**src/hdl/mbc1_pkg.sv**
```systemverilog
// Shared types and constants of the MBC1 bank mapper.
`timescale 1ns / 1ps

package mbc1_pkg;

	localparam int BANK_W    = 7;   // ROM bank number width
	localparam int ROM_OFF_W = 14;  // byte offset inside a 16 KiB ROM bank
	localparam int RAM_OFF_W = 13;  // byte offset inside an 8 KiB RAM bank
	localparam int DIV_STEPS = BANK_W;

	// configuration register indexes
	localparam logic [1:0] REG_ROM_BANK_COUNT = 2'd0;
	localparam logic [1:0] REG_RAM_SIZE       = 2'd1;
	localparam logic [1:0] REG_HAS_RAM        = 2'd2;
	localparam logic [1:0] REG_MULTICART      = 2'd3;

	typedef enum logic [2:0] {
		KIND_ROM_READ  = 3'd0,
		KIND_RAM_READ  = 3'd1,
		KIND_OPEN_BUS  = 3'd2,
		KIND_REG_WRITE = 3'd3,
		KIND_RAM_WRITE = 3'd4,
		KIND_IGNORED   = 3'd5
	} kind_t;

	typedef enum logic [2:0] {
		ST_IDLE,
		ST_EXEC,
		ST_INIT,
		ST_DIV,
		ST_DONE
	} state_t;

	typedef struct packed {
		logic [7:0]  rom_bank_count;
		logic [15:0] ram_size_bytes;
		logic        has_ram;
		logic        multicart_wiring;
	} cfg_regs_t;

	typedef struct packed {
		logic accept;     // latch the input word
		logic exec;       // apply register write, RAM write or RAM read
		logic div_start;  // load the remainder lanes
		logic div_step;   // one restoring step on both lanes
		logic load_out;   // fill the output register
	} cmd_t;

	typedef struct packed {
		logic div_done;   // the current step is the last one
	} status_t;

endpackage

```
**src/hdl/mbc1_cfg.sv**
```systemverilog
// APB configuration registers of the MBC1 bank mapper.
`timescale 1ns / 1ps

module mbc1_cfg (
	input  logic                  clk,
	input  logic                  arst_n,
	input  logic                  psel,
	input  logic                  penable,
	input  logic                  pwrite,
	input  logic [3:0]            paddr,
	input  logic [31:0]           pwdata,
	output logic [31:0]           prdata,
	output logic                  pready,
	output mbc1_pkg::cfg_regs_t   cfg
);
	import mbc1_pkg::*;

	cfg_regs_t  cfg_q;
	logic       wr_en;
	logic [1:0] reg_idx;

	assign pready  = 1'b1;
	assign wr_en   = psel & penable & pwrite;
	assign reg_idx = paddr[3:2];
	assign cfg     = cfg_q;

	always_ff @(posedge clk or negedge arst_n) begin
		if (!arst_n) begin
			cfg_q.rom_bank_count   <= 8'd2;
			cfg_q.ram_size_bytes   <= 16'd0;
			cfg_q.has_ram          <= 1'b0;
			cfg_q.multicart_wiring <= 1'b0;
		end else if (wr_en) begin
			case (reg_idx)
				REG_ROM_BANK_COUNT: cfg_q.rom_bank_count   <= pwdata[7:0];
				REG_RAM_SIZE:       cfg_q.ram_size_bytes   <= pwdata[15:0];
				REG_HAS_RAM:        cfg_q.has_ram          <= pwdata[0];
				REG_MULTICART:      cfg_q.multicart_wiring <= pwdata[0];
				default: ;
			endcase
		end
	end

	always_comb begin
		case (reg_idx)
			REG_ROM_BANK_COUNT: prdata = {24'd0, cfg_q.rom_bank_count};
			REG_RAM_SIZE:       prdata = {16'd0, cfg_q.ram_size_bytes};
			REG_HAS_RAM:        prdata = {31'd0, cfg_q.has_ram};
			REG_MULTICART:      prdata = {31'd0, cfg_q.multicart_wiring};
			default:            prdata = 32'd0;
		endcase
	end

endmodule

```
**config.mk**
```make
export PLATFORM = sky130hd
export DESIGN_NAME = mbc1_cfg
export DESIGN_NICKNAME = d
export VERILOG_FILES = /design/src/hdl/mbc1_pkg.sv /design/src/hdl/mbc1_cfg.sv
export SDC_FILE = /design/constraint.sdc
export NUM_CORES = 1
export LEC_CHECK = 0
export ABC_AREA = 0
export BUFFER_PORTS_ARGS = -buffer_cell sky130_fd_sc_hd__buf_4
export CORE_ASPECT_RATIO = 1.4
export CORE_MARGIN = 2
export CORE_UTILIZATION = 40
export CTS_CLUSTER_DIAMETER = 80
export CTS_CLUSTER_SIZE = 12
export DETAILED_ROUTE_END_ITERATION = 8
export PLACE_DENSITY = 0.8
export SLEW_MARGIN = 20
export SYNTH_ARGS = -nofsm -noshare
export SYNTH_HDL_FRONTEND = slang
export SYNTH_SLANG_ARGS = --single-unit
export TNS_END_PERCENT = 100
```
**constraint.sdc**
```tcl
create_clock -name clk -period 1.32 [get_ports clk]
set_clock_uncertainty 0.1 [all_clocks]
set_input_delay 0.132 -clock clk [delete_from_list [all_inputs] [get_ports clk]]
set_output_delay 0.132 -clock clk [all_outputs]
set_load 0.1 [all_outputs]
```
; Yosys cells after proc, flatten, opt, wreduce, memory -nomap -nowiden
; Index checks and enable logic that the tools add are counted.
; Widths: inputs -> output; s select.
[classes]
reduce_logical = 5
n_eq_ne = 3
bitwise = 2
mux = 1
[ops]
columns = cell, n
row1 = $pmux 32 s4, 1
row2 = $reduce_and 2->1, 4
row3 = $eq 2x2->1 const B, 2
row4 = $and 1x1->1, 2
row5 = $eq 2x1->1 const B, 1
row6 = $logic_not 2->1, 1
[totals]
register_bits = 26
out_inout_bits = 59
wordCells = 15

; Depth between registers and ports, before layout
[depth]
word_depth = 3
mapped_depth = 4

; Worst setup path after synthesis
; OpenSTA, ideal clock, no wires.
[synth_timing]
path_kind = reg-to-output
startpoint = register cfg_q, in the netlist cfg[3]
endpoint = output prdata[1]
path_buffers = 0
path_stages_with_launch = 3
path_slack_ps = -1278
t_arrival_ps = 2366
required_ps = 1088
cell_sequence = dfrtp_1 -> mux2i_1 -> nor2_1
[synth_via]
elab_chain_len = 1
[synth_rtl]
columns = item, line_no
row1 = "start, declared", mbc1_cfg.sv:18  ; cfg_regs_t cfg_q;
row2 = $pmux 32 s4, mbc1_cfg.sv:45  ; case (reg_idx)
row3 = "end, declared", mbc1_cfg.sv:12  ; output logic [31:0] prdata,
; Every way passes these cells. The select of a mux whose other input is x is not followed.

; Worst setup path in the final report
[layout_timing]
startpoint = register cfg_q, in the netlist cfg[1]
endpoint = output prdata[0]
; The elaborated chain is that of the path after synthesis.

==> flow_summary.html <==
<table>
<tr><th>Metric</th><th>Value</th></tr>
<tr><th colspan="2">Status</th></tr>
<tr><td>Run status</td><td>finished, violations left</td></tr>
<tr><td>Failing checks</td><td>setup timing</td></tr>
<tr><th colspan="2">Pwr</th></tr>
<tr><td>Static leakage</td><td>approximately 1.2 nW</td></tr>
<tr><td>Overall power after layout</td><td>roughly 5.6 mW</td></tr>
<tr><td>Relative contribution of the clock network to total power</td><td>9.4%</td></tr>
<tr><td>Sequential share of power</td><td>23.6%</td></tr>
<tr><td>Worst VDD drop</td><td>0.001700 V</td></tr>
<tr><td>Power per standard cell area</td><td>2015 mW/mm2</td></tr>
<tr><td>Switching power summed over all nets</td><td>3.041 mW</td></tr>
<tr><td>Pint</td><td>2.585 mW</td></tr>
<tr><td>Sw Ratio</td><td>54.06%</td></tr>
<tr><td>Combinational share of power</td><td>67.0%</td></tr>
<tr><th colspan="2">Floorplan</th></tr>
<tr><td>Placement Rows</td><td>24</td></tr>
<tr><td>Area of the core</td><td>0.003153 mm2</td></tr>
<tr><td>Initial core utilization</td><td>42.14%</td></tr>
<tr><td>Vertical die dimension</td><td>72.20 um</td></tr>
<tr><td>Total die area</td><td>0.003805 mm2</td></tr>
<tr><td>Width of the die</td><td>52.71 um</td></tr>
<tr><td>Count of boundary I/O pins</td><td>100</td></tr>
<tr><th colspan="2">Detailed routing</th></tr>
<tr><td>First DRT Iteration DRCs</td><td>21</td></tr>
<tr><td>Number of vias in the routed layout</td><td>between 1000 and 1500</td></tr>
<tr><td>Detailed-route DRC error count</td><td>0</td></tr>
<tr><td>Wirelength, routed</td><td>5.183 mm</td></tr>
<tr><td>Vias per std cell</td><td>4.938</td></tr>
<tr><td>ANT nets after route</td><td>0</td></tr>
<tr><td>TritonRoute pass-1 iters</td><td>4</td></tr>
<tr><td>Routed WL per cell</td><td>21.33 um</td></tr>
<tr><th colspan="2">Global route</th></tr>
<tr><td>Antenna violations before repair</td><td>0</td></tr>
<tr><td>Pin count of the biggest net entering global routing</td><td>27</td></tr>
<tr><td>Wire length of the first global-routing pass</td><td>roughly 7 mm</td></tr>
<tr><td>Remaining global-route overflow</td><td>0</td></tr>
<tr><td>Global-route usage over all layers</td><td>25.13%</td></tr>
<tr><td>Via count of the first global-routing pass</td><td>about 1300</td></tr>
<tr><th colspan="2">Clock network</th></tr>
<tr><td>Clock Path Buffers</td><td>2</td></tr>
<tr><td>Level count of the clock H-tree</td><td>1</td></tr>
<tr><td>TritonCTS clock tree</td><td>yes</td></tr>
<tr><td>Root buf cell</td><td>sky130_fd_sc_hd__clkbuf_8</td></tr>
<tr><td>Number of clock buffers inserted by TritonCTS</td><td>3</td></tr>
<tr><td>Latest clock arrival within the worst-skew pair</td><td>0.28 ns</td></tr>
<tr><td>Clock Sinks</td><td>26</td></tr>
<tr><td>Clock-pin slew on the worst setup and hold paths</td><td>0.09 ns</td></tr>
<tr><th colspan="2">Final layout</th></tr>
<tr><td>Total Nets Final</td><td>246</td></tr>
<tr><td>Core utilization of the finished layout</td><td>88.57%</td></tr>
<tr><td>Number of flip-flops in the largest register</td><td>26</td></tr>
<tr><td>Design Area, Final</td><td>0.002793 mm2</td></tr>
<tr><td>Number of antenna cells inserted</td><td>0</td></tr>
<tr><td>Most common cell after layout, fill and taps aside</td><td>sky130_fd_sc_hd__buf_4</td></tr>
<tr><td>P&amp;R area growth vs syn</td><td>110.2%</td></tr>
<tr><td>Share of final-layout standard cells stronger than drive strength 1</td><td>between 80% and 90%</td></tr>
<tr><td>Final cell count without fillers</td><td>243</td></tr>
<tr><td>Most frequent cells in the layout</td><td>sky130_fd_sc_hd__buf_4 (48), sky130_fd_sc_hd__buf_12 (29), sky130_fd_sc_hd__mux2_2 (26)</td></tr>
<tr><th colspan="2">STA</th></tr>
<tr><td>Number of slew-limit violations in the final report</td><td>0</td></tr>
<tr><td>Hold violation total from the final report</td><td>0</td></tr>
<tr><td>RSZ-0062 raised after global routing</td><td>yes</td></tr>
<tr><td>Fin worst setup slack</td><td>-0.3624 ns</td></tr>
<tr><td>Setup-failing EPs final</td><td>14</td></tr>
<tr><td>Final cycle utilization of the critical path</td><td>127.5%</td></tr>
<tr><td>Smallest hold slack</td><td>0.009369 ns</td></tr>
<tr><td>Setup_tns</td><td>-1.316 ns</td></tr>
<tr><td>Achievable clock frequency</td><td>594.4 MHz</td></tr>
<tr><td>Final min period</td><td>1.682 ns</td></tr>
<tr><th colspan="2">Placement</th></tr>
<tr><td>GP Congestion</td><td>around 0.74</td></tr>
<tr><td>Setup slack after placement</td><td>-0.06925 ns</td></tr>
<tr><td>Detailed placement HPWL</td><td>2.414 mm</td></tr>
<tr><td>Placed Area</td><td>approximately 0.0021 mm2</td></tr>
<tr><td>Placed cells</td><td>between 200 and 250</td></tr>
<tr><td>Number of buffers inserted by port buffering</td><td>64</td></tr>
<tr><th colspan="2">Synthesis</th></tr>
<tr><td>Most frequently used flop master after synthesis</td><td>sky130_fd_sc_hd__dfrtp_1</td></tr>
<tr><td>Syn Inst Count</td><td>104</td></tr>
<tr><td>Post-synthesis cell area</td><td>0.001329 mm2</td></tr>
<tr><td>FFs w/ async S/R, synth</td><td>100.0%</td></tr>
<tr><td>Count of different cell masters after synthesis</td><td>18</td></tr>
<tr><td>Number of enable-type register cells in the synthesized netlist</td><td>0</td></tr>
<tr><td>Syn_area_per_cell</td><td>12.78 um2</td></tr>
<tr><td>Ys Warns</td><td>0</td></tr>
<tr><td>Sequential area share after synthesis</td><td>between 40 and 50%</td></tr>
<tr><td>Post-synthesis sequential element count</td><td>26</td></tr>
<tr><th colspan="2">Setup path</th></tr>
<tr><td>Slowest library cell on the worst path</td><td>sky130_fd_sc_hd__mux4_2</td></tr>
<tr><td>Kind of end point of the critical path</td><td>output pin</td></tr>
<tr><td>Crit path required time</td><td>around 1.1 ns</td></tr>
<tr><td>Ordered list of cells on the worst path</td><td>mux4_2 -&gt; buf_12</td></tr>
<tr><td>Length in cells of the worst reg-to-reg path</td><td>3</td></tr>
<tr><td>Startpoint types</td><td>flip-flop</td></tr>
<tr><td>Largest stage delay on the critical path</td><td>0.50 ns</td></tr>
<tr><td>Critical path class</td><td>reg -&gt; out</td></tr>
<tr><td>Flop2flop setup slack</td><td>around 0.07 ns</td></tr>
<tr><td>Max Fanout on Critical Path</td><td>2</td></tr>
<tr><td>Critical path arrival</td><td>1.45 ns</td></tr>
<tr><th colspan="2">Worst hold path</th></tr>
<tr><td>Type of the most critical hold path</td><td>in -&gt; reg</td></tr>
<tr><td>Depth of the worst hold-timing path</td><td>2</td></tr>
<tr><th colspan="2">Flow run</th></tr>
<tr><td>Number of max-capacitance violations reported</td><td>0</td></tr>
</table>
[cell usage after synthesis (2+ instances only)]
cell type                 instances  area [um2]
sky130_fd_sc_hd__mux2_2          26       292.8
sky130_fd_sc_hd__dfrtp_1         25       625.6
sky130_fd_sc_hd__buf_4           17       127.6
sky130_fd_sc_hd__and2_1           8       50.05
sky130_fd_sc_hd__nor2_1           8       30.03
sky130_fd_sc_hd__mux2i_1          7       70.07
sky130_fd_sc_hd__conb_1           2       7.510
[worst paths after layout]
path                                      from                  end
max                         cfg[1]$_DFFE_PN0P_            prdata[0]
min                                  pwdata[1]   cfg[3]$_DFFE_PN0P_
max in group asynchronous               arst_n  cfg[19]$_DFFE_PN1P_
min reg2reg                cfg[14]$_DFFE_PN0P_  cfg[14]$_DFFE_PN0P_
max reg2reg                 cfg[6]$_DFFE_PN0P_   cfg[6]$_DFFE_PN0P_
min in group asynchronous               arst_n   cfg[4]$_DFFE_PN0P_
[kinds of logic (layout without fill, tap and decap cells)]
| kind of cell | after synthesis | in the layout | share of synthesized area [%] |
|---|---|---|---|
| simple gates | 22 | 22 | 10.26 |
| mux | 34 | 34 | 29.00 |
| flops | 26 | 26 | 49.06 |
| other cells | 2 | 17 | 0.5652 |
| buf+inv | 20 | 105 | 11.11 |
[metal layers]
layer / vias to the layer above / part of all wire (%) / GRT usage (%)
met4: 0 / 2.6 / 11.97
met5: - / 0 / 0
met1: 601 / 38 / 30.32
met3: 16 / 5.5 / 4.527
li1: 514 / - / -
met2: 69 / 53 / 42.50
[layout make-up]
cell class	instances	area, um2
clock buffer	4	55.05
tap	39	48.80
sequential	26	742.0
fill	131	360.3
multi-input combinational	73	753.2
timing repair buffer	101	1194
[what timing repair did]
item,4_1_cts,5_1_grt
endpoints found under the hold margin,41,0
setup buffers,7,6
gates resized for setup,54,38
pin swaps,7,0
hold buffers,14,0
cloned,0,0
setup endpoints to repair,19,26
[critical path: cells and delay by family, from the launching register on]
family	cells	cell delay [ns]
flops	1	0.49
mux	1	0.50
buf+inv	1	0.19
[power groups by stage]
stage	registers (mW)	clock network, mW	logic, mW
2_1_floorplan	2.68	0	1.11
3_3_place_gp	1.29	0	3.03
3_5_place_dp	1.31	0	3.05
4_1_cts	1.28	0.526	3.45
5_1_grt	1.35	0.567	3.85
6_report	1.33	0.528	3.77
Note: power is estimated with default switching activity, not from simulation.
