$ cat src/hdl/mbc1_pkg.sv
// Shared types and constants of the MBC1 bank mapper.
`timescale 1ns / 1ps

package mbc1_pkg;

	localparam int BANK_W    = 7;   // ROM bank number width
	localparam int ROM_OFF_W = 14;  // byte offset inside a 16 KiB ROM bank
	localparam int RAM_OFF_W = 13;  // byte offset inside an 8 KiB RAM bank
	localparam int DIV_STEPS = BANK_W;

	// configuration register indexes
	localparam logic [1:0] REG_ROM_BANK_COUNT = 2'd0;
	localparam logic [1:0] REG_RAM_SIZE       = 2'd1;
	localparam logic [1:0] REG_HAS_RAM        = 2'd2;
	localparam logic [1:0] REG_MULTICART      = 2'd3;

	typedef enum logic [2:0] {
		KIND_ROM_READ  = 3'd0,
		KIND_RAM_READ  = 3'd1,
		KIND_OPEN_BUS  = 3'd2,
		KIND_REG_WRITE = 3'd3,
		KIND_RAM_WRITE = 3'd4,
		KIND_IGNORED   = 3'd5
	} kind_t;

	typedef enum logic [2:0] {
		ST_IDLE,
		ST_EXEC,
		ST_INIT,
		ST_DIV,
		ST_DONE
	} state_t;

	typedef struct packed {
		logic [7:0]  rom_bank_count;
		logic [15:0] ram_size_bytes;
		logic        has_ram;
		logic        multicart_wiring;
	} cfg_regs_t;

	typedef struct packed {
		logic accept;     // latch the input word
		logic exec;       // apply register write, RAM write or RAM read
		logic div_start;  // load the remainder lanes
		logic div_step;   // one restoring step on both lanes
		logic load_out;   // fill the output register
	} cmd_t;

	typedef struct packed {
		logic div_done;   // the current step is the last one
	} status_t;

endpackage

$ cat src/hdl/mbc1_ctrl.sv
// Sequencing state machine of the MBC1 bank mapper.
`timescale 1ns / 1ps

module mbc1_ctrl (
	input  logic              clk,
	input  logic              arst_n,
	input  logic              s_tvalid,
	output logic              s_tready,
	output logic              m_tvalid,
	input  logic              m_tready,
	input  mbc1_pkg::status_t status,
	output mbc1_pkg::cmd_t    cmd
);
	import mbc1_pkg::*;

	state_t state_q, state_d;
	logic   out_valid_q;

	always_ff @(posedge clk or negedge arst_n) begin
		if (!arst_n) begin
			state_q     <= ST_IDLE;
			out_valid_q <= 1'b0;
		end else begin
			state_q <= state_d;
			if (cmd.load_out) begin
				out_valid_q <= 1'b1;
			end else if (m_tready) begin
				out_valid_q <= 1'b0;
			end
		end
	end

	always_comb begin
		state_d  = state_q;
		cmd      = '0;
		s_tready = 1'b0;
		case (state_q)
			ST_IDLE: begin
				s_tready = 1'b1;
				if (s_tvalid) begin
					cmd.accept = 1'b1;
					state_d    = ST_EXEC;
				end
			end
			ST_EXEC: begin
				cmd.exec = 1'b1;
				state_d  = ST_INIT;
			end
			ST_INIT: begin
				cmd.div_start = 1'b1;
				state_d       = ST_DIV;
			end
			ST_DIV: begin
				cmd.div_step = 1'b1;
				if (status.div_done) begin
					state_d = ST_DONE;
				end
			end
			ST_DONE: begin
				// wait for the output register to drain
				if (!out_valid_q || m_tready) begin
					cmd.load_out = 1'b1;
					state_d      = ST_IDLE;
				end
			end
			default: state_d = ST_IDLE;
		endcase
	end

	assign m_tvalid = out_valid_q;

	a_load_free: assert property (@(posedge clk) disable iff (!arst_n)
		cmd.load_out |-> (!out_valid_q || m_tready))
		else $error("output register overwritten while full");

	a_exec_then_start: assert property (@(posedge clk) disable iff (!arst_n)
		cmd.exec |=> cmd.div_start)
		else $error("remainder lanes not started after execute");

	a_cmd_onehot: assert property (@(posedge clk) disable iff (!arst_n)
		$onehot0({cmd.accept, cmd.exec, cmd.div_start, cmd.div_step, cmd.load_out}))
		else $error("more than one command at once");

endmodule

$ cat config.mk
export PLATFORM = sky130hd
export DESIGN_NAME = mbc1_ctrl
export DESIGN_NICKNAME = d
export VERILOG_FILES = /design/src/hdl/mbc1_pkg.sv /design/src/hdl/mbc1_ctrl.sv
export SDC_FILE = /design/constraint.sdc
export NUM_CORES = 1
export LEC_CHECK = 0
export ABC_AREA = 1
export BUFFER_PORTS_ARGS = -buffer_cell sky130_fd_sc_hd__buf_2
export CORE_AREA = 8 8 45 47
export CTS_BUF_LIST = sky130_fd_sc_hd__clkbuf_4
export DETAILED_ROUTE_END_ITERATION = 8
export DIE_AREA = 0 0 53 55
export SLEW_MARGIN = 40
export SYNTH_ARGS = -nofsm -noshare
export SYNTH_HDL_FRONTEND = slang
export SYNTH_SLANG_ARGS = --single-unit
$ cat constraint.sdc
create_clock -name clk -period 1.2 [get_ports clk]
set_clock_uncertainty 0.15 [all_clocks]
set_input_delay 0.12 -clock clk [delete_from_list [all_inputs] [get_ports clk]]
set_output_delay 0.12 -clock clk [all_outputs]
set_load 0.03 [all_outputs]
* Word-level counts from Yosys, hierarchy flattened *
Cells that the tools add are included.

storage, ports and cells
  logic and storage cells = 28
  register bits after elaboration = 4
  output and inout bits = 7
  bits of input ports = 5

cells by class
  reduce and logical (&&, ||, !) cells = 5
  equal/unequal tests = 7
  muxes and demuxes = 14

operators by type and width
  operator              number
  $pmux W3 S5           1
  $mux W1               10
  $mux W3               3
  $eq A3 B2 Y1 const B  2
  $ne A2 B2 Y1 const B  3
  $eq A3 B1 Y1 const B  1
  $eq A3 B3 Y1 const B  1
  $logic_not A3 Y1      1
  $reduce_and A3 Y1     1
  $reduce_bool A2 Y1    1
  $logic_not A1 Y1      1
  $logic_or A1 B1 Y1    1

* Depth between registers and ports, before layout *
Gate-level depths: netlist (run 1).

  depth after elaboration = 5
  depth in mapped cells = 5
  mapped depth without buffers = 5

* Worst setup path before layout (run 1) *
OpenSTA, ideal clock, no wires.

  kind = flip-flop to output port
  from = reg state_q[2]
  to = out cmd[4] in the netlist's numbering
  data required time = 0.930 ns
  path buffers = 0
  data arrival time = 1.324 ns
  path slack = -0.394 ns
  stages on the path, launching flop included = 3
  cells stage by stage = dfrtp_1 or2_4 nor3_1

RTL lines
  what                      line             text
  start: declaration        mbc1_ctrl.sv:16  state_t state_q, state_d;
  start signal: assignment  mbc1_ctrl.sv:24  state_q <= state_d;
  end: declaration          mbc1_ctrl.sv:12  output mbc1_pkg::cmd_t cmd

==> results of run 1 <==
-- repair_timing --
action | in CTS | in global routing
endpoints found under the hold margin | 6 | 0
setup endpoints to repair | 7 | 9
hold buffers | 3 | 0
buffers inserted | 1 | 2
gates resized for setup | 15 | 9
pin swaps | 2 | 3
-- registers in the layout, indices dropped and copies added (netlist names) --
name / count
m_tvalid: 1
state_q: 3
-- cells in the final DEF, fill, tap and decap left out, types with 2 or more instances in the layout --
| cell type | synthesis | routed |
|---|---|---|
| clkbuf_4 | 0 | 4 |
| inv_2 | 0 | 2 |
| dlygate4sd3_1 | 0 | 3 |
| nand2_1 | 5 | 3 |
| dfrtp_2 | 0 | 2 |
| buf_4 | 1 | 6 |
| dfrtp_1 | 4 | 2 |
| buf_2 | 0 | 5 |
| nand3_1 | 3 | 2 |
| buf_6 | 0 | 8 |
| inv_1 | 6 | 4 |
| nor2_2 | 1 | 4 |
| nand2_4 | 0 | 2 |
-- logic make-up after synthesis --
| group | after synthesis |
|---|---|
| AOI/OAI and AO/OA | 3 |
| buffers and inverters | 7 |
| DFF | 4 |
| and+or+nand+nor | 17 |
-- cell usage after synthesis (all sizes together) --
cell,count
nand4,1
buf,1
dfrtp,4
nand3,3
nand2,5
nor2,6
o21ai,2
inv,6
o211ai,1
or2,1
nor3,1
-- per-stage QoR --
stage                     std cells  area (sq um)
after floorplan                  31           255
after global placement           62           360
after detailed placement         62           360
after CTS                        70           473
after global routing             72           517
final                            72           517
-- final cells by class --
type                    instances  area (sq um)
flip-flops and latches          4           103
inverters                       6          22.5
fillers                       154           867
repair buffers                 22           190
clock buffers                   4          30.0
well taps                      16          20.0
multi-input cells              20           151
-- worst max-delay path, cell delays in order, from the launching register on --
cell	delay [ns]
dfrtp_1	0.40
or2_4	0.29
nor3_4	0.12
buf_6	0.15
-- layer usage --
metal	GRT usage (%)	part of all wire, %
met5	0	0
met1	4.59	38
met2	9.96	54
met4	7.76	2.5
met3	1.60	5.2
-- power by group --
group	switching (mW)	leakage (nW)	total (mW)	internal (mW)
sequential	0.0621	0.0484	0.256	0.194
combinational	0.548	0.204	1.06	0.514
clock	0.0660	0.0184	0.214	0.148
-- how the worst max path moves through the flow --
stage | startpoint | end | slack [ns] | cells past startpoint
final | state_q[0] | cmd[4] | -0.26 | 3
after CTS | state_q[2] | cmd[4] | -0.26 | 3
after floorplan | state_q[2] | cmd[4] | -0.03 | 2
after detailed placement | state_q[2] | cmd[4] | -0.05 | 3
after global routing | state_q[2] | cmd[4] | -0.31 | 3
after global placement | state_q[0] | cmd[4] | -0.04 | 3
==> flow_summary.json, run 1 <==
{
  "status": "finished with violations",
  "violations": "setup timing",
  "ys_types": 13,
  "path_max_fanout": 4,
  "layout.core_utilization_pct": 37.3,
  "holdWs_ns": 0.0612,
  "grt_pass1_wl_um": 1150,
  "place.port_buffers": 11,
  "cts_tree": "yes",
  "ys_seq_area_share_pct": 42.6,
  "grt_pass1_vias": 308,
  "core_sq_um": 1380,
  "hold_viol_final": 0,
  "p_leak_nw": 0.271,
  "cts_inserted_buffers": 3,
  "netlist_instances": 31,
  "cp.required_ns": 0.93,
  "hold_path.class": "in2async",
  "die_area_sq_um": 2920,
  "path_clk_slew_ns": 0.04,
  "drt-initial-drc-count": 3,
  "max_freq_ghz": 0.683,
  "cts.sinks": 4,
  "slew_headroom_pct": 88.4,
  "synth_area_leaders": "dfrtp_1 43%, inv_1 9.6%, nand2_1 8.0%",
  "period_share_pct": 122,
  "viasPerCell": 4.08,
  "synth_area_sq_um": 235,
  "cp-start-kind": "flip-flop",
  "fin_crit_ns": 1.46,
  "drive_gt1_share_pct": 69.6,
  "drv_cap": 0,
  "ff2ff_path_depth": 7,
  "tns_ns": -1.44,
  "postSynthAreaPerCell_sq_um": 7.59,
  "die_h_um": 55,
  "die_w_um": 53,
  "total_power_mw": 1.53,
  "ant_nets": 0,
  "rr_endpoint": "state_q[1]",
  "synth_compound_area_share_pct": 11.2,
  "muxShareOfSynthArea_pct": 0,
  "num_io_pins": 12,
  "clockRootBuffer": "clkbuf_4",
  "setup_viol": 9,
  "clock_path_buffers": 2,
  "synth-seq-cells": 4,
  "clock_latency_ns": 0.24,
  "dr.pass1.iters": 2,
  "worstPathArrival_ns": 1.19,
  "post-route-drc-count": 0,
  "worstMarginPinSlew_ns": 0.174,
  "synth_xor_area_share_pct": 0,
  "rsz0062_at_grt": "yes",
  "r2r_setup_slack_ns": -0.06,
  "antenna_found_initial": 0,
  "finalMaxSlewViolations": 0,
  "vias": 294,
  "yosysTopAreaCell": "dfrtp_1",
  "synth-simple-area-share_pct": 33.5,
  "initial_utilization_pct": 17.0,
  "synth_top_family_by_area": "simple AND/OR/NAND/NOR gates",
  "peakVddDrop_mv": 0.832,
  "area_growth_pct": 120,
  "dp_slack_ns": -0.0454,
  "yosysWarnings": 0,
  "synth_top_area_share_pct": 42.6,
  "hpwl_um": 539,
  "critPathCaptureType": "primary output",
  "power_density_nw_per_um2": 2970,
  "grt_max_degree": 6,
  "track_usage_pct": 5.75,
  "reg2reg_from": "state_q[0]",
  "wl_um": 751,
  "setup_slack_ns": -0.263,
  "syn_nets": 36,
  "num_rows": 14,
  "gp_congestion": 0.689,
  "gr-total-overflow": 0,
  "final_nets": 62,
  "diodes": 0,
  "crit_type": "reg2out",
  "wire_per_inst_um": 10.4,
  "cts_max_level": 1,
  "yosys.area_share.adder_pct": 0
}
(Power assumes the default switching activity.)
==> inputs of run 2 (changes only) <==
Settings changed: GPL_ROUTABILITY_DRIVEN from default to 0, SETUP_SLACK_MARGIN from default to 0.3.
==> flow_summary.json, run 2 (synthesis gave the netlist of run 1 again) <==
{
  "max_freq_ghz": 0.704,
  "slew_headroom_pct": 89.2,
  "layout_common_cells": "8 x buf_6, 8 x buf_4, 4 x nor2_2, 4 x buf_2",
  "rsz0062_at_grt": "yes",
  "setup_slack_ns": -0.221,
  "cp-start-kind": "flip-flop",
  "area_growth_pct": 112,
  "gr-total-overflow": 0,
  "worstPathArrival_ns": 1.15,
  "diodes": 0,
  "cts.sinks": 4,
  "viasPerCell": 4.09,
  "hold_viol_final": 1,
  "rr_endpoint": "state_q[1]",
  "path_clk_slew_ns": 0.04,
  "grt_pass1_vias": 305,
  "worstMarginPinSlew_ns": 0.160,
  "final_nets": 61,
  "grt_pass1_wl_um": 1120,
  "die_area_sq_um": 2920,
  "r2r_setup_slack_ns": -0.07,
  "path_max_fanout": 4,
  "drv_cap": 0,
  "grt_max_degree": 5,
  "num_io_pins": 12,
  "violations": "hold timing, setup timing",
  "drt-initial-drc-count": 4,
  "nFillCells": 148,
  "peakVddDrop_mv": 1.12,
  "holdWs_ns": -0.0294,
  "tns_ns": -1.32,
  "initial_utilization_pct": 17.0,
  "power_density_nw_per_um2": 2990,
  "vias": 286,
  "reg2reg_from": "state_q[0]",
  "ff2ff_path_depth": 4,
  "cts_tree": "yes",
  "period_share_pct": 118,
  "place.port_buffers": 11,
  "finalMaxSlewViolations": 0,
  "cts_max_level": 1,
  "fin_crit_ns": 1.42,
  "core_sq_um": 1380,
  "setup_viol": 9,
  "largest-register": "state_q",
  "clockRootBuffer": "clkbuf_4",
  "cts_hold_buf": 1,
  "wire_per_inst_um": 9.57,
  "wl_um": 670,
  "critPathLaunch": "state_q[0]",
  "post-route-drc-count": 0,
  "clock_latency_ns": 0.23,
  "largest_register_ffs": 3,
  "die_w_um": 53,
  "drive_gt1_share_pct": 74.1,
  "status": "finished with violations",
  "die_h_um": 55,
  "crit_type": "reg2out",
  "cts_inserted_buffers": 3,
  "ant_nets": 0,
  "critPathCaptureType": "primary output",
  "clock_path_buffers": 2,
  "p_leak_nw": 0.263,
  "cp.required_ns": 0.93,
  "num_rows": 14,
  "hpwl_um": 563,
  "track_usage_pct": 5.59,
  "crit_end": "cmd[4]",
  "antenna_found_initial": 0,
  "hold_path.class": "in2reg",
  "dr.pass1.iters": 2
}
run 2: cell types whose count changed in the layout (fill, tap and decap cells not counted):
cell,change
clkbuf_4,-1
inv_2,+1
inv_1,-1
buf_2,-1
dlygate4sd3_1,-2
buf_4,+2
run 2: layout make-up:
cell class	count	area (sq um)	share of cell area (%)
clock buffer	3	22.5	4.51
inverter	6	22.5	4.51
multi-input combinational	20	151	30.3
sequential	4	103	20.6
tap	16	20.0	4.01
timing repair buffer	21	180	36.1
run 2: through the flow:
| stage | power [mW] | utilization, % | std cells | setup slack [ns] | area (sq um) |
|---|---|---|---|---|---|
| after floorplan | 0.780 | - | 31 | -0.0265 | 263 |
| after global placement | 1.03 | 26.9 | 63 | -0.0211 | 372 |
| after detailed placement | 1.04 | 26.9 | 63 | -0.0429 | 372 |
| after CTS | 1.50 | 35.8 | 70 | -0.233 | 495 |
| after global routing | 1.59 | 36.1 | 70 | -0.273 | 499 |
| final | 1.49 | 36.1 | 70 | -0.221 | 499 |
run 2: worst min path at each step:
stage	slack (ns)	endpoint	cells after the start	from
after floorplan	-0.33	m_tvalid	0	arst_n
after global placement	-0.22	state_q[2]	1	arst_n
after detailed placement	-0.22	state_q[2]	1	arst_n
after CTS	-0.02	m_tvalid	2	m_tready
after global routing	-0.02	m_tvalid	2	m_tready
final	-0.03	m_tvalid	2	m_tready
run 2: where the power goes:
group	switching, mW	internal (mW)	total, mW
Sequential	0.0495	0.194	0.244
Clock	0.0522	0.112	0.164
Combinational	0.549	0.535	1.08
run 2: repair_timing:
action                                 4_1_cts  5_1_grt
gates resized for setup                     21        1
pin swaps                                    3        0
endpoints found under the hold margin        6        1
setup endpoints to repair                   11       11
buffers inserted                             3        0
run 2: routing by layer:
| metal | share of wire [%] | vias to the layer above | wire length [um] | GRT usage (%) |
|---|---|---|---|---|
| met3 | 9.1 | 0 | 61 | 3.74 |
| li1 | - | 145 | - | - |
| met4 | 0 | 0 | 0 | 3.88 |
| met5 | 0 | - | 0 | 0 |
| met1 | 34 | 135 | 228 | 3.98 |
| met2 | 57 | 6 | 380 | 10.4 |
run 2: worst max-delay path, cell delays in order, from the launching register on:
cell and delay, ns:
dfrtp_1 0.38, or2_4 0.27, nor3_4 0.12, buf_6 0.15
==> inputs of run 3 (changes only) <==
Settings changed: CELL_PAD_IN_SITES_DETAIL_PLACEMENT from default to 1, CELL_PAD_IN_SITES_GLOBAL_PLACEMENT from default to 1, PLACE_DENSITY_LB_ADDON from default to 0.1, SETUP_SLACK_MARGIN 0.3 to default.
==> flow_summary.json, run 3 (synthesis gave the netlist of run 1 again) <==
{
  "layout.core_utilization_pct": 34.4,
  "post-route-drc-count": 0,
  "ff2ff_path_depth": 6,
  "period_share_pct": 120,
  "dr.pass1.iters": 2,
  "cp_top_family": "simple AND/OR/NAND/NOR gates",
  "path_buf_inv": 1,
  "path_clk_slew_ns": 0.04,
  "clock_path_buffers": 2,
  "num_io_pins": 12,
  "p_leak_nw": 0.249,
  "die_area_sq_um": 2920,
  "status": "finished with violations",
  "initial_utilization_pct": 17.0,
  "max_freq_ghz": 0.692,
  "drive_gt1_share_pct": 64.8,
  "cts_tree": "yes",
  "path_max_fanout": 4,
  "antenna_found_initial": 0,
  "largest_register_ffs": 3,
  "core_sq_um": 1380,
  "worstMarginPinSlew_ns": 0.164,
  "wl_um": 735,
  "cpPeakStageDelay_ns": 0.38,
  "peakVddDrop_mv": 1.25,
  "final_nets": 60,
  "crit_cells": 3,
  "total_power_mw": 1.42,
  "hold_path.class": "in2reg",
  "cp-start-kind": "flip-flop",
  "finalMaxSlewViolations": 0,
  "drv_cap": 0,
  "hold_viol_final": 0,
  "path_cells": "or2_4 > nor3_4 > buf_6",
  "gr-total-overflow": 0,
  "worstPathArrival_ns": 1.17,
  "crit_type": "reg2out",
  "whs_path_depth": 3,
  "multi_input_area_sq_um": 136,
  "largest-register": "state_q",
  "area_growth_pct": 102,
  "place.port_buffers": 11,
  "fin_crit_ns": 1.44,
  "critPathCaptureType": "primary output",
  "cp.required_ns": 0.93,
  "vias": 280,
  "cts_max_level": 1,
  "hpwl_um": 646,
  "setup_slack_ns": -0.244,
  "clock_latency_ns": 0.24,
  "wire_per_inst_um": 10.5,
  "r2r_setup_slack_ns": -0.08,
  "die_h_um": 55,
  "cts_inserted_buffers": 3,
  "setup_viol": 8,
  "power_density_nw_per_um2": 2980,
  "slew_headroom_pct": 89.0,
  "viasPerCell": 4.00,
  "grt_max_degree": 5,
  "ant_nets": 0,
  "seq_area_sq_um": 101,
  "drt-initial-drc-count": 2,
  "slowest_stage": "dfrtp_1",
  "violations": "setup timing",
  "rsz0062_at_grt": "yes",
  "final_common_cell": "buf_4",
  "nFillCells": 177,
  "die_w_um": 53,
  "track_usage_pct": 5.63,
  "cts.sinks": 4,
  "diodes": 0,
  "clockRootBuffer": "clkbuf_4",
  "layout_common_cells": "7 x buf_4, 6 x buf_6, 5 x nand2_1, 5 x buf_2",
  "grt_pass1_vias": 316,
  "num_rows": 14,
  "grt_pass1_wl_um": 1200
}
## run 3: power by group
part	leakage [nW]	internal (mW)	switching [mW]
logic	0.181	0.456	0.520
clock network	0.0184	0.148	0.0583
registers	0.0494	0.190	0.0462
## run 3: final cells by class
| cell class | instances | share of cell area (%) |
|---|---|---|
| repair buffers | 20 | 34.7 |
| multi-input cells | 20 | 28.7 |
| flip-flops and latches | 4 | 21.3 |
| clock buffers | 4 | 6.32 |
| inverters | 6 | 4.74 |
| well taps | 16 | 4.21 |
## run 3: through the flow
stage | setup WS, ns | std cells | hold WS [ns] | setup TNS [ns] | cell area, sq um
6_report | -0.244 | 70 | 0.00476 | -1.31 | 475
5_1_grt | -0.314 | 70 | 0.00769 | -1.90 | 475
4_1_cts | -0.265 | 70 | 0.00586 | -1.40 | 475
3_5_place_dp | -0.0523 | 63 | -0.217 | -0.171 | 368
3_3_place_gp | -0.0387 | 63 | -0.219 | -0.147 | 368
2_1_floorplan | -0.0268 | 31 | -0.326 | -0.0856 | 255
## run 3: path summary, 6_finish.rpt
path,startpoint,end
worst max-delay path,state_q[2],cmd[4]
worst min-delay path,status,state_q[2]
worst max register to register,state_q[1],state_q[2]
worst min register to register,m_tvalid,m_tvalid
max in group asynchronous,arst_n,m_tvalid
min in group asynchronous,arst_n,state_q[2]
## run 3: what timing repair did
| action | in CTS | in global routing |
|---|---|---|
| buffers inserted | 1 | 0 |
| hold endpoints to repair | 5 | 0 |
| pin swaps | 3 | 0 |
| gates resized for setup | 17 | 0 |
| hold buffers | 2 | 0 |
| endpoints found under the setup margin | 8 | 9 |
## run 3: tightest hold or removal path, stage by stage
cell     delay (ns)
buf_2          0.09
nand4_1        0.09
nand2_1        0.06
## run 3: layer usage
layer / GRT usage, % / share of wire (%) / vias up
met5: 0 / 0 / -
met4: 5.17 / 0 / 0
met3: 1.87 / 7.6 / 0
met2: 9.77 / 52 / 7
met1: 5.18 / 41 / 128
li1: - / - / 145
